<file path="config.mk">
export PLATFORM = sky130hd
export DESIGN_NAME = exposure_gain_register_writer_flat
export DESIGN_NICKNAME = d
export VERILOG_FILES = /design/src/rtl/egrw_pkg.sv /design/src/rtl/egrw_if.sv /design/src/rtl/exposure_gain_register_writer.sv /design/src/rtl/egrw_front.sv /design/src/rtl/egrw_div_pipe.sv /design/src/rtl/egrw_out.sv /design/src/flat_wrapper.sv
export SDC_FILE = /design/constraint.sdc
export NUM_CORES = 2
export LEC_CHECK = 0
export BUFFER_PORTS_ARGS = -buffer_cell sky130_fd_sc_hd__buf_4
export CORE_MARGIN = 1
export CORE_UTILIZATION = 30
export DETAILED_ROUTE_END_ITERATION = 8
export PLACE_DENSITY = 0.5
export SLEW_MARGIN = 20
export SYNTH_ARGS = -nofsm -noshare
export SYNTH_HDL_FRONTEND = slang
export SYNTH_HIERARCHICAL = 1
export SYNTH_SLANG_ARGS = --single-unit
export TNS_END_PERCENT = 5
</file>
<file path="constraint.sdc">
create_clock -name clk -period 48.1 [get_ports clk]
set_input_delay 2.405 -clock clk [delete_from_list [all_inputs] [get_ports clk]]
set_output_delay 2.405 -clock clk [all_outputs]
set_load 0.01 [all_outputs]
</file>
<file path="src/rtl/egrw_pkg.sv">
// Shared types, constants and step tables for the exposure/gain register writer.
package egrw_pkg;

	localparam int REQ_W   = 2;
	localparam int EXPO_W  = 32;
	localparam int GAIN_W  = 16;
	localparam int REG_W   = 16;
	localparam int CODE_W  = 6;
	localparam int QUO_W   = 16;
	// gain * 128 needs seven extra bits
	localparam int UNITY_SHIFT = 7;
	localparam int GDIV_W  = GAIN_W + UNITY_SHIFT;
	localparam int STEP_COUNT = 29;

	localparam logic [REQ_W-1:0] REQ_EXP  = 2'd0;
	localparam logic [REQ_W-1:0] REQ_GAIN = 2'd1;
	localparam logic [REQ_W-1:0] REQ_BOTH = 2'd2;
	localparam logic [REQ_W-1:0] REQ_NONE = 2'd3;

	localparam logic [REG_W-1:0] ADDR_INTEG   = 16'h3012;
	localparam logic [REG_W-1:0] ADDR_DIGITAL = 16'h305E;
	localparam logic [REG_W-1:0] ADDR_ANALOG  = 16'h3060;

	typedef struct packed {
		logic             valid;
		logic [REQ_W-1:0] req;
		logic [CODE_W-1:0] code;
	} egrw_ctl_t;

	function automatic logic [31:0] step_hundredths(input int i);
		logic [31:0] v;
		case (i)
			0: v = 100;   1: v = 103;   2: v = 107;   3: v = 110;
			4: v = 114;   5: v = 119;   6: v = 123;   7: v = 128;
			8: v = 133;   9: v = 139;   10: v = 145;  11: v = 152;
			12: v = 160;  13: v = 168;  14: v = 178;  15: v = 188;
			16: v = 200;  17: v = 213;  18: v = 229;  19: v = 246;
			20: v = 267;  21: v = 291;  22: v = 320;  23: v = 356;
			24: v = 400;  25: v = 457;  26: v = 533;  27: v = 640;
			default: v = 800;
		endcase
		return v;
	endfunction

	function automatic logic [CODE_W-1:0] step_code(input int i);
		logic [CODE_W-1:0] c;
		case (i)
			0: c = 6'h00;   1: c = 6'h01;   2: c = 6'h02;   3: c = 6'h03;
			4: c = 6'h04;   5: c = 6'h05;   6: c = 6'h06;   7: c = 6'h07;
			8: c = 6'h08;   9: c = 6'h09;   10: c = 6'h0a;  11: c = 6'h0b;
			12: c = 6'h0c;  13: c = 6'h0d;  14: c = 6'h0e;  15: c = 6'h0f;
			16: c = 6'h10;  17: c = 6'h12;  18: c = 6'h14;  19: c = 6'h16;
			20: c = 6'h18;  21: c = 6'h1a;  22: c = 6'h1c;  23: c = 6'h1e;
			24: c = 6'h20;  25: c = 6'h24;  26: c = 6'h28;  27: c = 6'h2c;
			default: c = 6'h30;
		endcase
		return c;
	endfunction

	// step in fixed point, halves rounded up
	function automatic logic [31:0] step_fixed(input int i, input int frac);
		return ((step_hundredths(i) << frac) + 32'd50) / 32'd100;
	endfunction

endpackage

</file>
<file path="src/rtl/egrw_if.sv">
// Request and register-write channel interfaces.
interface egrw_req_if;
	import egrw_pkg::*;
	logic              valid;
	logic              ready;
	logic [REQ_W-1:0]  req_type;
	logic [EXPO_W-1:0] exposure;
	logic [GAIN_W-1:0] gain_q8;

	modport source (output valid, output req_type, output exposure, output gain_q8,
		input ready);
	modport sink (input valid, input req_type, input exposure, input gain_q8,
		output ready);
endinterface

interface egrw_wr_if;
	import egrw_pkg::*;
	logic             valid;
	logic             ready;
	logic [REG_W-1:0] reg_addr;
	logic [REG_W-1:0] reg_data;
	logic             last;

	modport source (output valid, output reg_addr, output reg_data, output last,
		input ready);
	modport sink (input valid, input reg_addr, input reg_data, input last,
		output ready);
endinterface

</file>
<file path="src/rtl/exposure_gain_register_writer.sv">
// Top level: request channel, APB register port and register-write channel.
//
// Each item on cmd (req_type, exposure, gain_q8) becomes one to three items on
// wr: 0x3012 = exposure / exposure_min (saturated), then 0x305E (digital gain)
// and 0x3060 (analog step code in both bytes); last marks the final write.
// req_type 3 produces nothing. The user must write exposure_min over the APB
// port at byte address 0 only while the block is idle; the block does not
// enforce this. Reset sets it to 1. A request passes an input stage, a
// step-select stage, a divide setup stage and 16 divide stages (one quotient
// bit each, both divisions in parallel) before it reaches the output buffer;
// the writes of one request then go out one per cycle while wr is ready.
// Throughput is set by the output buffer: one write per cycle while wr is ready,
// and a new request loads as the last write is taken. While the buffer is busy
// and a request waits at the end of the pipeline, the whole pipeline holds
// (bubbles included) and cmd.ready drops; nothing is lost or repeated. When wr
// stalls the same hold applies. Reset clears all valid bits and the sequencer.
module exposure_gain_register_writer import egrw_pkg::*; #(
	parameter int GAIN_FRAC_BITS = 8
) (
	input  logic        clk,
	input  logic        arst_n,
	input  logic        psel,
	input  logic        penable,
	input  logic        pwrite,
	input  logic [2:0]  paddr,
	input  logic [31:0] pwdata,
	output logic [31:0] prdata,
	output logic        pready,
	egrw_req_if.sink    cmd,
	egrw_wr_if.source   wr
);

	localparam int STEP_W = GAIN_FRAC_BITS + 4;

	logic [EXPO_W-1:0] exposure_min_q;
	logic              en;
	egrw_ctl_t         ctl_s2, ctl_pipe;
	logic [EXPO_W-1:0] expo_s2;
	logic [GDIV_W-1:0] gdiv_s2;
	logic [STEP_W-1:0] step_s2;
	logic [REG_W-1:0]  integ, dig;

	assign pready = 1'b1;
	assign prdata = (paddr[2] == 1'b0) ? exposure_min_q : '0;

	always_ff @(posedge clk or negedge arst_n) begin
		if (!arst_n) begin
			exposure_min_q <= 32'd1;
		end else if (psel && penable && pwrite && paddr[2] == 1'b0) begin
			exposure_min_q <= pwdata;
		end
	end

	assign cmd.ready = en;

	egrw_front #(
		.GAIN_FRAC_BITS (GAIN_FRAC_BITS),
		.STEP_W         (STEP_W)
	) u_front (
		.clk      (clk),
		.arst_n   (arst_n),
		.en       (en),
		.in_valid (cmd.valid),
		.in_req   (cmd.req_type),
		.in_expo  (cmd.exposure),
		.in_gain  (cmd.gain_q8),
		.ctl_s2   (ctl_s2),
		.expo_s2  (expo_s2),
		.gdiv_s2  (gdiv_s2),
		.step_s2  (step_s2)
	);

	egrw_div_pipe #(
		.STEP_W (STEP_W)
	) u_div (
		.clk       (clk),
		.arst_n    (arst_n),
		.en        (en),
		.ctl_in    (ctl_s2),
		.expo_in   (expo_s2),
		.emin      (exposure_min_q),
		.gdiv_in   (gdiv_s2),
		.step_in   (step_s2),
		.ctl_out   (ctl_pipe),
		.integ_out (integ),
		.dig_out   (dig)
	);

	egrw_out u_out (
		.clk      (clk),
		.arst_n   (arst_n),
		.ctl_in   (ctl_pipe),
		.integ_in (integ),
		.dig_in   (dig),
		.en       (en),
		.wr       (wr)
	);

endmodule

</file>
<file path="src/rtl/egrw_front.sv">
// Input register stage and analog step selection.
module egrw_front import egrw_pkg::*; #(
	parameter int GAIN_FRAC_BITS = 8,
	parameter int STEP_W = GAIN_FRAC_BITS + 4
) (
	input  logic              clk,
	input  logic              arst_n,
	input  logic              en,
	input  logic              in_valid,
	input  logic [REQ_W-1:0]  in_req,
	input  logic [EXPO_W-1:0] in_expo,
	input  logic [GAIN_W-1:0] in_gain,
	output egrw_ctl_t         ctl_s2,
	output logic [EXPO_W-1:0] expo_s2,
	output logic [GDIV_W-1:0] gdiv_s2,
	output logic [STEP_W-1:0] step_s2
);

	logic              valid_s1;
	logic [REQ_W-1:0]  req_s1;
	logic [EXPO_W-1:0] expo_s1;
	logic [GAIN_W-1:0] gain_s1;

	logic [STEP_W-1:0] sel_step;
	logic [CODE_W-1:0] sel_code;

	always_ff @(posedge clk or negedge arst_n) begin
		if (!arst_n) begin
			valid_s1 <= 1'b0;
			ctl_s2   <= '0;
		end else if (en) begin
			valid_s1 <= in_valid;
			ctl_s2   <= '{valid: valid_s1, req: req_s1, code: sel_code};
		end
	end

	always_ff @(posedge clk) begin
		if (en) begin
			req_s1  <= in_req;
			expo_s1 <= in_expo;
			gain_s1 <= in_gain;
			expo_s2 <= expo_s1;
			gdiv_s2 <= {gain_s1, {UNITY_SHIFT{1'b0}}};
			step_s2 <= sel_step;
		end
	end

	// steps rise monotonically, so the last one passed is the largest
	always_comb begin
		sel_step = STEP_W'(step_fixed(0, GAIN_FRAC_BITS));
		sel_code = step_code(0);
		for (int i = 1; i < STEP_COUNT; i++) begin
			if (step_fixed(i, GAIN_FRAC_BITS) <= 32'(gain_s1)) begin
				sel_step = STEP_W'(step_fixed(i, GAIN_FRAC_BITS));
				sel_code = step_code(i);
			end
		end
	end

endmodule

</file>
<file path="src/rtl/egrw_div_pipe.sv">
// Two-lane restoring divide pipeline, one quotient bit per stage, 16-bit saturation.
module egrw_div_pipe import egrw_pkg::*; #(
	parameter int STEP_W = 12
) (
	input  logic              clk,
	input  logic              arst_n,
	input  logic              en,
	input  egrw_ctl_t         ctl_in,
	input  logic [EXPO_W-1:0] expo_in,
	input  logic [EXPO_W-1:0] emin,
	input  logic [GDIV_W-1:0] gdiv_in,
	input  logic [STEP_W-1:0] step_in,
	output egrw_ctl_t         ctl_out,
	output logic [REG_W-1:0]  integ_out,
	output logic [REG_W-1:0]  dig_out
);

	localparam int GHI_W = GDIV_W - QUO_W;

	egrw_ctl_t         ctl_s  [0:QUO_W];
	logic [EXPO_W-1:0] erem_s [0:QUO_W];
	logic [QUO_W-1:0]  elo_s  [0:QUO_W];
	logic [QUO_W-1:0]  equo_s [0:QUO_W];
	logic              eovf_s [0:QUO_W];
	logic [STEP_W-1:0] grem_s [0:QUO_W];
	logic [QUO_W-1:0]  glo_s  [0:QUO_W];
	logic [QUO_W-1:0]  gquo_s [0:QUO_W];
	logic              govf_s [0:QUO_W];
	logic [STEP_W-1:0] gdv_s  [0:QUO_W];

	logic [EXPO_W-1:0] ehi;
	logic [STEP_W-1:0] ghi;

	// a quotient of 2^16 or more shows as high dividend bits >= divisor
	assign ehi = {{(EXPO_W-QUO_W){1'b0}}, expo_in[EXPO_W-1:QUO_W]};
	assign ghi = {{(STEP_W-GHI_W){1'b0}}, gdiv_in[GDIV_W-1:QUO_W]};

	always_ff @(posedge clk or negedge arst_n) begin
		if (!arst_n) begin
			ctl_s[0] <= '0;
		end else if (en) begin
			ctl_s[0] <= ctl_in;
		end
	end

	always_ff @(posedge clk) begin
		if (en) begin
			erem_s[0] <= ehi;
			elo_s[0]  <= expo_in[QUO_W-1:0];
			equo_s[0] <= '0;
			eovf_s[0] <= ehi >= emin;
			grem_s[0] <= ghi;
			glo_s[0]  <= gdiv_in[QUO_W-1:0];
			gquo_s[0] <= '0;
			govf_s[0] <= ghi >= step_in;
			gdv_s[0]  <= step_in;
		end
	end

	for (genvar k = 1; k <= QUO_W; k++) begin : g_bit
		logic [EXPO_W:0] et, ediff;
		logic [STEP_W:0] gt, gdiff;
		logic            ege, gge;

		assign et    = {erem_s[k-1], elo_s[k-1][QUO_W-1]};
		assign ege   = et >= {1'b0, emin};
		assign ediff = et - {1'b0, emin};
		assign gt    = {grem_s[k-1], glo_s[k-1][QUO_W-1]};
		assign gge   = gt >= {1'b0, gdv_s[k-1]};
		assign gdiff = gt - {1'b0, gdv_s[k-1]};

		always_ff @(posedge clk or negedge arst_n) begin
			if (!arst_n) begin
				ctl_s[k] <= '0;
			end else if (en) begin
				ctl_s[k] <= ctl_s[k-1];
			end
		end

		always_ff @(posedge clk) begin
			if (en) begin
				erem_s[k] <= ege ? ediff[EXPO_W-1:0] : et[EXPO_W-1:0];
				elo_s[k]  <= {elo_s[k-1][QUO_W-2:0], 1'b0};
				equo_s[k] <= {equo_s[k-1][QUO_W-2:0], ege};
				eovf_s[k] <= eovf_s[k-1];
				grem_s[k] <= gge ? gdiff[STEP_W-1:0] : gt[STEP_W-1:0];
				glo_s[k]  <= {glo_s[k-1][QUO_W-2:0], 1'b0};
				gquo_s[k] <= {gquo_s[k-1][QUO_W-2:0], gge};
				govf_s[k] <= govf_s[k-1];
				gdv_s[k]  <= gdv_s[k-1];
			end
		end
	end

	assign ctl_out   = ctl_s[QUO_W];
	assign integ_out = eovf_s[QUO_W] ? '1 : equo_s[QUO_W];
	assign dig_out   = govf_s[QUO_W] ? '1 : gquo_s[QUO_W];

endmodule

</file>
<file path="src/rtl/egrw_out.sv">
// Result buffer that issues the register writes of one item and gates the pipeline.
module egrw_out import egrw_pkg::*; (
	input  logic             clk,
	input  logic             arst_n,
	input  egrw_ctl_t        ctl_in,
	input  logic [REG_W-1:0] integ_in,
	input  logic [REG_W-1:0] dig_in,
	output logic             en,
	egrw_wr_if.source        wr
);

	localparam logic [1:0] PH_INTEG = 2'd0;
	localparam logic [1:0] PH_DIG   = 2'd1;
	localparam logic [1:0] PH_ANA   = 2'd2;

	logic              valid_q;
	logic [1:0]        phase_q;
	logic [REQ_W-1:0]  req_q;
	logic [REG_W-1:0]  integ_q;
	logic [REG_W-1:0]  dig_q;
	logic [CODE_W-1:0] code_q;
	logic              take, load;

	assign take = !valid_q || (wr.ready && wr.last);
	assign en   = take || !ctl_in.valid;
	assign load = take && ctl_in.valid && (ctl_in.req != REQ_NONE);

	always_ff @(posedge clk or negedge arst_n) begin
		if (!arst_n) begin
			valid_q <= 1'b0;
			phase_q <= PH_INTEG;
			req_q   <= REQ_EXP;
		end else if (load) begin
			valid_q <= 1'b1;
			phase_q <= (ctl_in.req == REQ_GAIN) ? PH_DIG : PH_INTEG;
			req_q   <= ctl_in.req;
		end else if (valid_q && wr.ready) begin
			if (wr.last) begin
				valid_q <= 1'b0;
			end else begin
				phase_q <= (phase_q == PH_INTEG) ? PH_DIG : PH_ANA;
			end
		end
	end

	always_ff @(posedge clk) begin
		if (load) begin
			integ_q <= integ_in;
			dig_q   <= dig_in;
			code_q  <= ctl_in.code;
		end
	end

	always_comb begin
		wr.valid = valid_q;
		unique case (phase_q)
			PH_INTEG: begin
				wr.reg_addr = ADDR_INTEG;
				wr.reg_data = integ_q;
				wr.last     = (req_q == REQ_EXP);
			end
			PH_DIG: begin
				wr.reg_addr = ADDR_DIGITAL;
				wr.reg_data = dig_q;
				wr.last     = 1'b0;
			end
			PH_ANA: begin
				wr.reg_addr = ADDR_ANALOG;
				wr.reg_data = {2'b00, code_q, 2'b00, code_q};
				wr.last     = 1'b1;
			end
			default: begin
				wr.reg_addr = ADDR_ANALOG;
				wr.reg_data = {2'b00, code_q, 2'b00, code_q};
				wr.last     = 1'b1;
			end
		endcase
	end

	a_exp_only_integ: assert property (@(posedge clk) disable iff (!arst_n)
		valid_q && req_q == REQ_EXP |-> phase_q == PH_INTEG)
		else $error("exposure-only item left the integration write");
	a_integ_needs_exp: assert property (@(posedge clk) disable iff (!arst_n)
		valid_q && phase_q == PH_INTEG |-> req_q != REQ_GAIN)
		else $error("integration write issued for a gain-only item");
	a_dig_then_ana: assert property (@(posedge clk) disable iff (!arst_n)
		valid_q && phase_q == PH_DIG && wr.ready |=> valid_q && phase_q == PH_ANA)
		else $error("analog write did not follow digital write");
	a_no_unused_req: assert property (@(posedge clk) disable iff (!arst_n)
		valid_q |-> req_q != REQ_NONE)
		else $error("unused request type reached the output");

endmodule
</file>
<file path="src/flat_wrapper.sv">
// flat-port wrapper written by rule: the top's interface ports become plain ports
module exposure_gain_register_writer_flat import egrw_pkg::*;
#(
	parameter int GAIN_FRAC_BITS = 8
)
  (clk, arst_n, psel, penable, pwrite, paddr, pwdata, prdata, pready, cmd_valid, cmd_req_type, cmd_exposure, cmd_gain_q8, cmd_ready, wr_valid, wr_reg_addr, wr_reg_data, wr_last, wr_ready);
  egrw_req_if cmd_i ();
  egrw_wr_if wr_i ();
  input  logic clk;
  input  logic arst_n;
  input  logic psel;
  input  logic penable;
  input  logic pwrite;
  input  logic [2:0] paddr;
  input  logic [31:0] pwdata;
  output logic [31:0] prdata;
  output logic pready;
  input wire logic [$bits(cmd_i.valid)-1:0] cmd_valid;
  input wire logic [$bits(cmd_i.req_type)-1:0] cmd_req_type;
  input wire logic [$bits(cmd_i.exposure)-1:0] cmd_exposure;
  input wire logic [$bits(cmd_i.gain_q8)-1:0] cmd_gain_q8;
  output wire logic [$bits(cmd_i.ready)-1:0] cmd_ready;
  output wire logic [$bits(wr_i.valid)-1:0] wr_valid;
  output wire logic [$bits(wr_i.reg_addr)-1:0] wr_reg_addr;
  output wire logic [$bits(wr_i.reg_data)-1:0] wr_reg_data;
  output wire logic [$bits(wr_i.last)-1:0] wr_last;
  input wire logic [$bits(wr_i.ready)-1:0] wr_ready;
  assign cmd_i.valid = cmd_valid;
  assign cmd_i.req_type = cmd_req_type;
  assign cmd_i.exposure = cmd_exposure;
  assign cmd_i.gain_q8 = cmd_gain_q8;
  assign cmd_ready = cmd_i.ready;
  assign wr_valid = wr_i.valid;
  assign wr_reg_addr = wr_i.reg_addr;
  assign wr_reg_data = wr_i.reg_data;
  assign wr_last = wr_i.last;
  assign wr_i.ready = wr_ready;
  exposure_gain_register_writer #(.GAIN_FRAC_BITS(GAIN_FRAC_BITS)) u_core (.clk(clk), .arst_n(arst_n), .psel(psel), .penable(penable), .pwrite(pwrite), .paddr(paddr), .pwdata(pwdata), .prdata(prdata), .pready(pready), .cmd(cmd_i), .wr(wr_i));
endmodule
</file>
==> flow_summary.yaml <==
synth:
  netlist_area_sq_mm: 0.09782
  distinct_cell_type_count_of_the_synthesized_netlist: 113
  postSynthCellCount: 8235
  yosysTopAreaCellShare: 0.4915
  share_of_synthesized_area_occupied_by_flip_flops_and_latches: 0.5427
  synth_warn: 6
  async_reset_ff_frac: 0.1110
  synthesis_stage_register_bit_count: 1801
  synth.avg_cell_area_sq_um: 11.88
  synth.area.top_cells: "sky130_fd_sc_hd__edfxtp_1, sky130_fd_sc_hd__ha_1, sky130_fd_sc_hd__dfrtp_1"
  number_of_enable_type_register_cells_in_the_synthesized_netlist: 1601
  yosys_most_used_dff: "sky130_fd_sc_hd__edfxtp_1"
  dominant_cell_type_by_area_after_synthesis: "sky130_fd_sc_hd__edfxtp_1"
sta:
  fmax_ghz: 0.1489
  max_slew.worst_pin.slew_ns: 1.144
  grt_setup_unrepaired: "no"
  slew_viol_final: 0
  setup_slack_ns: 41.38
  setup-violations-final: 0
  fin_worst_skew_ns: 0.08179
  period_utilization_post_route: 0.1397
  fin_setup_tns_ns: 0
  layout_min_cycle_time_ns: 6.718
  max-slew-margin-rel: 0.2375
  finalHoldViolCount: 0
clock_network:
  clock_tree_from_tritoncts: "done"
  cts_hold_repair.buffers: 0
  setup_repair_bufs_after_cts: 0
  cts_buffers: 209
  later_pin_clock_latency_in_the_skew_report_ns: 0.89
  cts-root-to-sink-buffers: 4
  root_buffer: "sky130_fd_sc_hd__clkbuf_16"
  post_cts_resize_count: 0
  clkSlewWorstSetupHoldPaths_ns: 0.06
  cts-htree-levels: 4
  tritoncts_num_sinks: 1801
critical_path:
  cp.arrival_ns: 7.20
  kind_of_end_point_of_the_critical_path: "flop"
  worstSetupPathType: "input port to flop"
  critical-path-slowest-cell: "sky130_fd_sc_hd__buf_4"
  crit_family: "buffers and inverters"
  worst-r2r-setup-slack_ns: 42.07
  setup.worst_path.start_class: "input port"
  critPathMostFrequentCell: "sky130_fd_sc_hd__buf_4"
  worstPathBufferInverterCount: 6
  worst-path-max-fanout: 78
  cp_cell_sequence: "buf_4, or4b_4, nand3_4, buf_4, buf_4, buf_4, buf_4, buf_4"
  delay_of_the_slowest_cell_on_the_worst_path_ns: 0.85
  critPathRequiredTime_ns: 48.58
global_route:
  grt_max_degree: 183
  antenna_violations_before_repair: 18
  global_route.usage.total: 0.1422
  grt_pass1_vias: 63380
  grt_first_pass_wirelength_mm: 367.9
  gr-total-overflow: 0
floorplan:
  die_y_um: 573.0
  floorplan.die.width_um: 573.0
  rows: 209
  initial_utilization: 0.3017
  die_area_sq_mm: 0.3284
  pin_count: 160
  core_region_area_sq_mm: 0.3243
drt:
  detailedRoute.firstIterationViolations: 4463
  vias: 64090
  avgViaCountPerCell: 4.951
  postRouteAntennaNets: 0
  detail_route.wl_per_cell_um: 18.55
  post-route-drc-count: 20
  drt_pass1_iterations: 8
  wirelength_mm: 240.1
layout:
  design.final.nets: 9276
  final_area_sq_mm: 0.1110
  mostFrequentLayoutCell: "sky130_fd_sc_hd__edfxtp_1"
  area_delta_synth_final_pct: 13.50
  layout-drive-gt1-share: 0.1276
  layout.cells.most_common_list: "sky130_fd_sc_hd__edfxtp_1, sky130_fd_sc_hd__ha_1, sky130_fd_sc_hd__a21oi_1"
  final_util: 0.3424
place:
  detailedPlacementHpwl_mm: 168.7
  pre_cts_ws_ns: 40.32
  placed_cell_area_sq_mm: 0.1041
  globalplace.congestion: 0.8590
  io_buffers: 146
status:
  failed_checks: "design-rule violations"
  run_status: "finished with violations"
worst_hold_path:
  hold_path_class: "flop to flop"
flow_run:
  maxCapViolations: 0
per-stage QoR:
step	instances	hold WS (ns)
floorplan	8249	0.4003
finish	12940	0.3696
detailed placement	12560	0.4045
global route	12940	0.3814
CTS	12940	0.3662
global placement	12560	0.4002
cells by family after synthesis:
family,share of synthesized area
simple gates,0.09303
compound gates,0.1406
fa+ha+maj,0.09670
flops,0.5427
xor+xnor,0.04262
other cells,0.0001534
mux,0.05505
buf+inv,0.02919
synthesized netlist by cell type, types with 49 or more instances:
| master | number |
|---|---|
| sky130_fd_sc_hd__edfxtp_1 | 1601 |
| sky130_fd_sc_hd__ha_1 | 708 |
| sky130_fd_sc_hd__a21oi_1 | 603 |
| sky130_fd_sc_hd__o21ai_0 | 590 |
| sky130_fd_sc_hd__nand2_1 | 582 |
| sky130_fd_sc_hd__inv_1 | 448 |
| sky130_fd_sc_hd__nor2_1 | 438 |
| sky130_fd_sc_hd__mux2_2 | 360 |
| sky130_fd_sc_hd__a21o_1 | 295 |
| sky130_fd_sc_hd__xnor2_1 | 268 |
| sky130_fd_sc_hd__xor2_1 | 208 |
| sky130_fd_sc_hd__dfrtp_1 | 199 |
| sky130_fd_sc_hd__clkbuf_1 | 176 |
| sky130_fd_sc_hd__nor2b_1 | 136 |
| sky130_fd_sc_hd__nand4_1 | 121 |
| sky130_fd_sc_hd__nand2b_1 | 118 |
| sky130_fd_sc_hd__nand3_1 | 110 |
| sky130_fd_sc_hd__o21a_1 | 97 |
| sky130_fd_sc_hd__nor3_1 | 96 |
| sky130_fd_sc_hd__o31ai_1 | 96 |
| sky130_fd_sc_hd__o21bai_1 | 71 |
| sky130_fd_sc_hd__or2_2 | 63 |
| sky130_fd_sc_hd__a211oi_1 | 61 |
| sky130_fd_sc_hd__a21boi_0 | 57 |
| sky130_fd_sc_hd__mux2_4 | 56 |
| sky130_fd_sc_hd__a31oi_1 | 55 |
| sky130_fd_sc_hd__mux2i_1 | 49 |
worst paths after layout:
check | to | cells past startpoint | from
min reg2reg | u_core/u_div/elo_s[0][160]$_DFFE_PP_ | 0 | u_core/u_div/elo_s[0][144]$_DFFE_PP_
max in group asynchronous | u_core/exposure_min_q[1]$_DFFE_PN0P_ | 3 | arst_n
max reg2reg | u_core/u_div/gquo_s[0][227]$_DFFE_PP_ | 7 | u_core/u_out/phase_q[0]$_DFFE_PN0P_
max | u_core/u_div/gquo_s[0][227]$_DFFE_PP_ | 8 | wr_ready
min in group asynchronous | u_core/u_div/ctl_s[150]$_DFFE_PN0P_ | 1 | arst_n
min | u_core/u_div/elo_s[0][160]$_DFFE_PP_ | 0 | u_core/u_div/elo_s[0][144]$_DFFE_PP_
routing by layer:
metal	GRT usage	up-vias	routed length [um]
met5	0	-	53
met4	0.04385	8	7412
met3	0.02319	417	12060
met2	0.2358	1525	111200
met1	0.1894	30890	109400
li1	-	31250	-
registers in the layout, summed over array words and instances (netlist names), 17 cells and up:
| register | cells |
|---|---|
| u_core/u_div/gquo_s | 136 |
| u_core/u_front/expo_s2 | 32 |
| u_core/u_div/elo_s | 136 |
| u_core/u_div/grem_s | 187 |
| u_core/u_div/govf_s | 17 |
| u_core/u_div/glo_s | 136 |
| u_core/exposure_min_q | 32 |
| u_core/u_div/equo_s | 136 |
| u_core/u_div/eovf_s | 17 |
| u_core/u_div/erem_s | 496 |
| u_core/u_div/gdv_s | 192 |
| u_core/u_front/expo_s1 | 32 |
| u_core/u_div/ctl_s | 144 |
area by class of cell:
class                           count  area [sq um]
Clock buffer                      261          5558
Clock inverter                    120          1353
Fill cell                       31820        213200
Antenna cell                        3         7.507
Sequential cell                  1801         53080
Timing Repair Buffer              233          1818
Multi-Input combinational cell   5752         42110
Inverter                          449          1685
Tap cell                         4325          5411
Power is left out: the tool's default activity adds up to more than one toggle a clock period on the data nets, which glitch-free logic cannot reach.
